## src/modular_exponentiation_assert.svh

```systemverilog
// Assertion macros shared by the modular exponentiation RTL.
// Included by the files that check their own logic; needs no package.
`ifndef MODULAR_EXPONENTIATION_ASSERT_SVH
`define MODULAR_EXPONENTIATION_ASSERT_SVH
`ifndef NO_ASSERTIONS
`define MEXP_ASSERT_NOW(label, clk, rst_n, ante, cons) \
    label: assert property (@(posedge clk) disable iff (!rst_n) (ante) |-> (cons)) \
        else $error("modular exponentiation check failed");
`define MEXP_ASSERT_NEXT(label, clk, rst_n, ante, cons) \
    label: assert property (@(posedge clk) disable iff (!rst_n) (ante) |=> (cons)) \
        else $error("modular exponentiation check failed");
`else
`define MEXP_ASSERT_NOW(label, clk, rst_n, ante, cons)
`define MEXP_ASSERT_NEXT(label, clk, rst_n, ante, cons)
`endif
`endif

```

## src/mexp_pkg.sv

```systemverilog
// Types, widths and codes for the modular exponentiation block.
// Has no dependencies; every other file but the assertion macro header imports it.
package mexp_pkg;

    localparam int WORD_BITS = 32;
    localparam int CNT_W     = $clog2(WORD_BITS);
    localparam int CFG_IDX_W = 2;

    typedef logic [WORD_BITS-1:0] t_word;
    typedef logic [CNT_W-1:0]     t_bit_cnt;
    typedef logic [CFG_IDX_W-1:0] t_cfg_idx;

    localparam t_cfg_idx REG_MODULUS      = t_cfg_idx'(0);
    localparam t_cfg_idx REG_PUBLIC_EXP   = t_cfg_idx'(1);
    localparam t_cfg_idx REG_PRIVATE_EXP  = t_cfg_idx'(2);

    localparam logic CMD_ENCRYPT = 1'b0;
    localparam logic CMD_DECRYPT = 1'b1;

    localparam t_word MODULUS_RESET = t_word'(2);
    localparam t_word EXP_RESET     = t_word'(1);
    localparam t_word WORD_ONE      = t_word'(1);

    localparam t_bit_cnt LAST_BIT = t_bit_cnt'(WORD_BITS - 1);

    typedef enum logic [2:0] {
        ST_IDLE,
        ST_REDUCE,
        ST_BIT,
        ST_MUL_ACC,
        ST_SQUARE,
        ST_FINISH
    } t_state;

    typedef struct packed {
        logic busy;
        logic done;
    } t_mul_stat;

endpackage

```

## src/mexp_mulmod.sv

```systemverilog
// Bit-serial interleaved modular multiplier, one multiplier bit per cycle.
// Depends on mexp_pkg and the assertion macro header.
`include "modular_exponentiation_assert.svh"

module mexp_mulmod import mexp_pkg::*; (
    input  logic      i_clk,
    input  logic      i_rst_n,
    input  logic      i_start,
    input  t_word     i_a,
    input  t_word     i_b,
    input  t_word     i_n,
    output t_word     o_product,
    output t_mul_stat o_stat
);

    localparam int EXT_W = WORD_BITS + 2;

    t_word      r_r, n_r;
    t_word      r_a, n_a;
    t_word      r_b, n_b;
    t_bit_cnt   r_cnt, n_cnt;
    logic       r_busy, n_busy;
    logic       r_done, n_done;

    logic [EXT_W-1:0] w_sum;
    logic [EXT_W-1:0] w_n1;
    logic [EXT_W-1:0] w_n2;
    t_word            w_step;

    always_comb begin
        w_n1  = {2'b00, i_n};
        w_n2  = {1'b0, i_n, 1'b0};
        w_sum = {1'b0, r_r, 1'b0} + (r_b[WORD_BITS-1] ? {2'b00, r_a} : '0);
        if (w_sum >= w_n2) begin
            w_step = t_word'(w_sum - w_n2);
        end else if (w_sum >= w_n1) begin
            w_step = t_word'(w_sum - w_n1);
        end else begin
            w_step = t_word'(w_sum);
        end
    end

    always_comb begin
        n_r    = r_r;
        n_a    = r_a;
        n_b    = r_b;
        n_cnt  = r_cnt;
        n_busy = r_busy;
        n_done = 1'b0;
        if (i_start) begin
            n_r    = '0;
            n_a    = i_a;
            n_b    = i_b;
            n_cnt  = LAST_BIT;
            n_busy = 1'b1;
        end else if (r_busy) begin
            n_r   = w_step;
            n_b   = r_b << 1;
            n_cnt = r_cnt - t_bit_cnt'(1);
            if (r_cnt == '0) begin
                n_busy = 1'b0;
                n_done = 1'b1;
            end
        end
    end

    always_ff @(posedge i_clk) begin
        if (!i_rst_n) begin
            r_busy <= 1'b0;
            r_done <= 1'b0;
        end else begin
            r_busy <= n_busy;
            r_done <= n_done;
        end
        r_r   <= n_r;
        r_a   <= n_a;
        r_b   <= n_b;
        r_cnt <= n_cnt;
    end

    assign o_product   = r_r;
    assign o_stat.busy = r_busy;
    assign o_stat.done = r_done;

    `MEXP_ASSERT_NOW(a_done_not_busy, i_clk, i_rst_n, r_done, !r_busy)
    `MEXP_ASSERT_NEXT(a_last_step_done, i_clk, i_rst_n, r_busy && (r_cnt == '0) && !i_start, r_done)
    `MEXP_ASSERT_NEXT(a_start_busy, i_clk, i_rst_n, i_start, r_busy && !r_done)

endmodule

```

## config.mk

```make
export PLATFORM = sky130hd
export DESIGN_NAME = mexp_mulmod
export DESIGN_NICKNAME = d
export VERILOG_FILES = /design/src/mexp_pkg.sv /design/src/mexp_mulmod.sv
export VERILOG_INCLUDE_DIRS = /design/src /design/src/src
export SDC_FILE = /design/constraint.sdc
export NUM_CORES = 1
export LEC_CHECK = 0
export BUFFER_PORTS_ARGS = -buffer_cell sky130_fd_sc_hd__buf_2
export CORE_ASPECT_RATIO = 1.5
export CORE_MARGIN = 10
export CORE_UTILIZATION = 60
export CTS_BUF_LIST = sky130_fd_sc_hd__clkbuf_4
export DETAILED_ROUTE_END_ITERATION = 10
export PLACE_DENSITY_LB_ADDON = 0.2
export REMOVE_ABC_BUFFERS = 1
export SLEW_MARGIN = 25
export SYNTH_ARGS = -nofsm -noshare
export SYNTH_HDL_FRONTEND = slang
export SYNTH_SLANG_ARGS = --single-unit
```

## constraint.sdc

```tcl
create_clock -name i_clk -period 7.3 [get_ports i_clk]
set_input_delay 1.825 -clock i_clk [delete_from_list [all_inputs] [get_ports i_clk]]
set_output_delay 1.825 -clock i_clk [all_outputs]
set_load 0.01 [all_outputs]
```

# Yosys cells after proc, flatten, opt, wreduce, memory -nomap -nowiden
# Cells that the tools add are included.
# totals
ff_bits	103
input_bits	99
output_inout_bits	34
elab_cells	26
# op_classes
n_addsub	4
order_cmp	2
muxes	9
bitwise_logic	2
reduce_logical	3
# op_table
cell	n
32-bit 2-to-1 mux	5
32-bit subtractor	2
33-bit by 32-bit adder with 34-bit output	1
34-bit by 32-bit greater-or-equal comparator with 1-bit output	1
34-bit by 33-bit greater-or-equal comparator with 1-bit output	1
5-bit logical NOT	1
5-bit by 1-bit subtractor with 5-bit output, second input constant	1
1-bit 2-to-1 mux	4
3-bit OR reduction	1
1-bit inverter	2
2-bit nonzero test	1

# Longest topological paths before layout
# depth
ltp_word	5
ltp_mapped	24
ltp_nobuf	23

# Worst setup path before layout
# No wires, ideal clock.
# synth_timing
kind	register to register
startpoint	register r_b[31]
endpoint	register r_r[13] (netlist: o_product[13])
setup_time_ns	0.146
arrival_ns	5.190
required_time_ns	7.154
slack_ns	1.964
stages_incl_launch_ff	21
n_path_buf	2
synth_period_minus_slack_ns	5.336
cell_sequence	edfxtp_1 -> clkbuf_1 -> and2_1 -> ha_1 -> a211oi_2 -> nor2_1 -> or3_4 -> a221oi_4 -> a31oi_4 -> a31o_1 -> or4b_1 -> nand3_2 -> ha_1 -> and2_1 -> a311o_1 -> a21o_1 -> a221oi_2 -> o311ai_2 -> nor2_2 -> buf_2 -> a211oi_2
# synth_via
elab_chain_len	5
word_cells_on_any_way	8
classes_between	3 x add/sub; 2 x order compare; 3 x mux
# synth_lines
element	line	rtl
from (decl)	mexp_mulmod.sv:20	t_word r_b, n_b;
from (signal assigned)	mexp_mulmod.sv:77	r_b <= n_b;
32-bit 2-to-1 mux (*)	mexp_mulmod.sv:33	w_sum = {1'b0, r_r, 1'b0} + (r_b[WORD_BITS-1] ? {2'b00, r_a} : '0);
33-bit by 32-bit adder with 34-bit output (*)	mexp_mulmod.sv:33	
32-bit subtractor or 34-bit by 32-bit greater-or-equal comparator with 1-bit output (tied branches)	mexp_mulmod.sv:37, mexp_mulmod.sv:36	
32-bit 2-to-1 mux	mexp_mulmod.sv:36	end else if (w_sum >= w_n1) begin
32-bit 2-to-1 mux (*)	mexp_mulmod.sv:34	if (w_sum >= w_n2) begin
to (signal assigned)	mexp_mulmod.sv:75	r_r <= n_r;
to (decl)	mexp_mulmod.sv:18	t_word r_r, n_r;
# Mark *: on every way between the ends. The rest lies on a longest branch, timed or not.
# A chain may end at the register's enable or synchronous reset.

# Worst setup path in the final report
# layout_timing
startpoint	register r_b[31]
endpoint	register r_r[10] (netlist: o_product[10])
# Same word-level chain as after synthesis.

==> impl_metrics.tcl <==
set metrics [dict create \
    clockBufferDepth 2 \
    fin_nets 1380 \
    root_buffer "clkbuf_4" \
    seq_power_share 0.199 \
    rsz0062_at_grt "false" \
    holdBufCountCts 0 \
    intPower_mw 1.915 \
    fmax_mhz 154.1 \
    path_max_fanout 15 \
    first_pass_iters 5 \
    post_cts_buffers 0 \
    cts-buffers-inserted 9 \
    p_sw_frac 0.5148 \
    cap_violations 0 \
    synthTopCellsByCount "96 x ha_1, 90 x a21oi_1, 65 x nand2_1, 65 x nor2_1, 64 x edfxtp_1" \
    cts.repair.resized 0 \
    critPathBufInv 1 \
    cpLargestDelayFamily "compound AO/OA/AOI/OAI gates" \
    ir_drop_uv 202.3 \
    h-tree-depth 3 \
    crit_required_ps 7680 \
    synthCells 1081 \
    ios 133 \
    hold_viol 0 \
    synthMostInstantiatedCell "ha_1" \
    max_stage_delay_ps 640 \
    core_um2 15770 \
    antenna_cells 0 \
    yosys_most_used_dff "edfxtp_1" \
    skew_ps 18.40 \
    status "finished clean" \
    tritoncts "yes" \
    crit_top_cell "a21o_1" \
    grt_pass1_wl_um 44280 \
    ys_seq_elements 103 \
    hold_path_class "reg2reg" \
    fp.dieW_um 123.7 \
    finalSetupViolCount 0 \
    drt_iter0_drc 579 \
    grt_overflow 0 \
    slew_viol_final 0 \
    yosys-top-cells-area "edfxtp_1 20%, ha_1 12%, dfxtp_1 8.1%, a21oi_1 4.7%, xnor2_1 3.9%" \
    io_buffers 132 \
    cp_cell_sequence "and2_1 -> ha_1 -> inv_1 -> fa_1 -> nand2b_1 -> a211oi_1 -> o21ai_0 -> a31oi_1 -> nand3_1 -> a31oi_1 -> xor2_1 -> ha_1 -> a21o_1 -> a21o_1 -> a311o_1 -> a21o_1 -> a221oi_2 -> o311ai_2 -> nand2_1 -> nor2_1 -> a2111oi_2" \
    critical_path.slowest_cell "edfxtp_1" \
    async_flop_share 0 \
    period_share 0.8888 \
    pwr-share-comb 0.719 \
    grt_max_degree 68 \
    synth_edf_count 64 \
    clk_pin_slew_worst_paths_ps 180 \
    powerDensity_nw_per_um2 373.5 \
    numClockSinks 103 \
    tns_ps 0 \
    antenna_found_initial 0 \
    slew_headroom 0.3931 \
    p_clk_frac 0.082 \
    initial_core_util 0.6133 \
    fin_crit_ps 6488 \
    leakage_nw 4.812 \
    grt_pass1_vias 8881 \
    ys_warn_count 0 \
    end_kind "register" \
    track_usage 0.2581 \
    switching_power_mw 2.032 \
    synth_top_area_cell "edfxtp_1" \
    gp_congestion 0.9651 \
    critPathKind "reg2reg" \
    fp.dieH_um 175.5 \
    cp.arrival_ps 6870 \
    fin_util 0.6705 \
    die_area_um2 21700 \
    synth_area_per_cell_um2 8.945 \
    vias_per_cell 6.319 \
    yosysSeqAreaShare 0.2795 \
    num_vias 8784 \
    drive_gt1_frac 0.1955 \
    synth_top_area_share 0.1988 \
    ant_nets 0 \
    tightest_slew_ps 897.7 \
    clock_latency_ps 480 \
    cp-start-kind "register" \
    wirelength_um 28420 \
    synth_cell_types 81 \
    area_growth_pct 9.316 \
    drcViolationCount 0 \
    place_hpwl_um 23180 \
    syn-cell-area_um2 9669 \
    wire_per_inst_um 20.45 \
    rows 56 \
]
## cells in the final DEF (no fill, tap or decap), types with 27 or more instances in the layout
| master | netlist | routed |
|---|---|---|
| nand2_1 | 65 | 65 |
| ha_1 | 96 | 96 |
| xnor2_1 | 43 | 43 |
| buf_2 | 5 | 131 |
| mux2_2 | 31 | 31 |
| nand3_1 | 28 | 28 |
| o21ai_0 | 57 | 57 |
| xor2_1 | 39 | 39 |
| and2_1 | 39 | 39 |
| dfxtp_1 | 39 | 38 |
| inv_1 | 63 | 63 |
| a21oi_1 | 90 | 90 |
| nor2_1 | 65 | 65 |
| edfxtp_1 | 64 | 64 |
| a21o_1 | 40 | 40 |
| mux2i_1 | 27 | 27 |
## path summary, 6_finish.rpt
| kind | start | depth (start not counted) | slack (ps) | end |
|---|---|---|---|---|
| max | r_b[31] | 21 | 810 | o_product[10] |
| min | r_cnt[3] | 2 | 560 | r_cnt[3] |
| max reg2reg | r_b[31] | 21 | 810 | o_product[10] |
| min reg2reg | r_cnt[3] | 2 | 560 | r_cnt[3] |
## layer usage
metal,vias up,GRT usage,part of all wire
met5,-,0,0
met4,0,0.1923,0.081
met3,124,0.03756,0.043
met2,305,0.4663,0.52
met1,4118,0.2551,0.35
li1,4237,-,-
## layout make-up
type	instances	area (um^2)
repair buffers	137	700.7
well taps	203	254.0
flip-flops and latches	103	2704
fillers	1392	5195
multi-input cells	868	6514
inverters	63	236.5
clock buffers	9	67.56
clock inverters	7	93.84
## through the flow
| stage | setup slack [ps] | total power, mW | hold WS, ps | cells | area, um^2 |
|---|---|---|---|---|---|
| 2_1_floorplan | 1409 | 2.801 | 460.3 | 1034 | 9453 |
| 3_3_place_gp | 1109 | 3.562 | 476.8 | 1374 | 10410 |
| 3_5_place_dp | 905.2 | 3.576 | 514.3 | 1374 | 10410 |
| 4_1_cts | 818.4 | 3.915 | 563.9 | 1390 | 10570 |
| 5_1_grt | 326.1 | 4.218 | 591.1 | 1390 | 10570 |
| 6_report | 811.9 | 3.948 | 561.4 | 1390 | 10570 |
## tightest hold or removal path, stage by stage, from the launching register on
cell      delay (ps)
dfxtp_1          390
xnor2_1           80
nand2b_1          70
## sequential cells by signal (all words and copies together) (netlist names)
| signal | cells |
|---|---|
| r_b | 32 |
| r_cnt | 5 |
| r_a | 32 |
| r_done | 1 |
| r_busy | 1 |
| o_product | 32 |
## cells by family after synthesis
logic type | synth area share
fa+ha+maj | 0.1304
simple gates | 0.1553
flops | 0.2795
buf+inv | 0.04684
xor+xnor | 0.07596
mux | 0.06405
compound gates | 0.2479
## power by group through the flow
stage | combinational, mW | clock [mW] | sequential (mW)
2_1_floorplan | 2.01 | 0 | 0.791
3_5_place_dp | 2.78 | 0 | 0.797
3_3_place_gp | 2.77 | 0 | 0.796
6_report | 2.84 | 0.325 | 0.784
5_1_grt | 3.08 | 0.351 | 0.791
4_1_cts | 2.80 | 0.335 | 0.783
(Power assumes the default switching activity.)
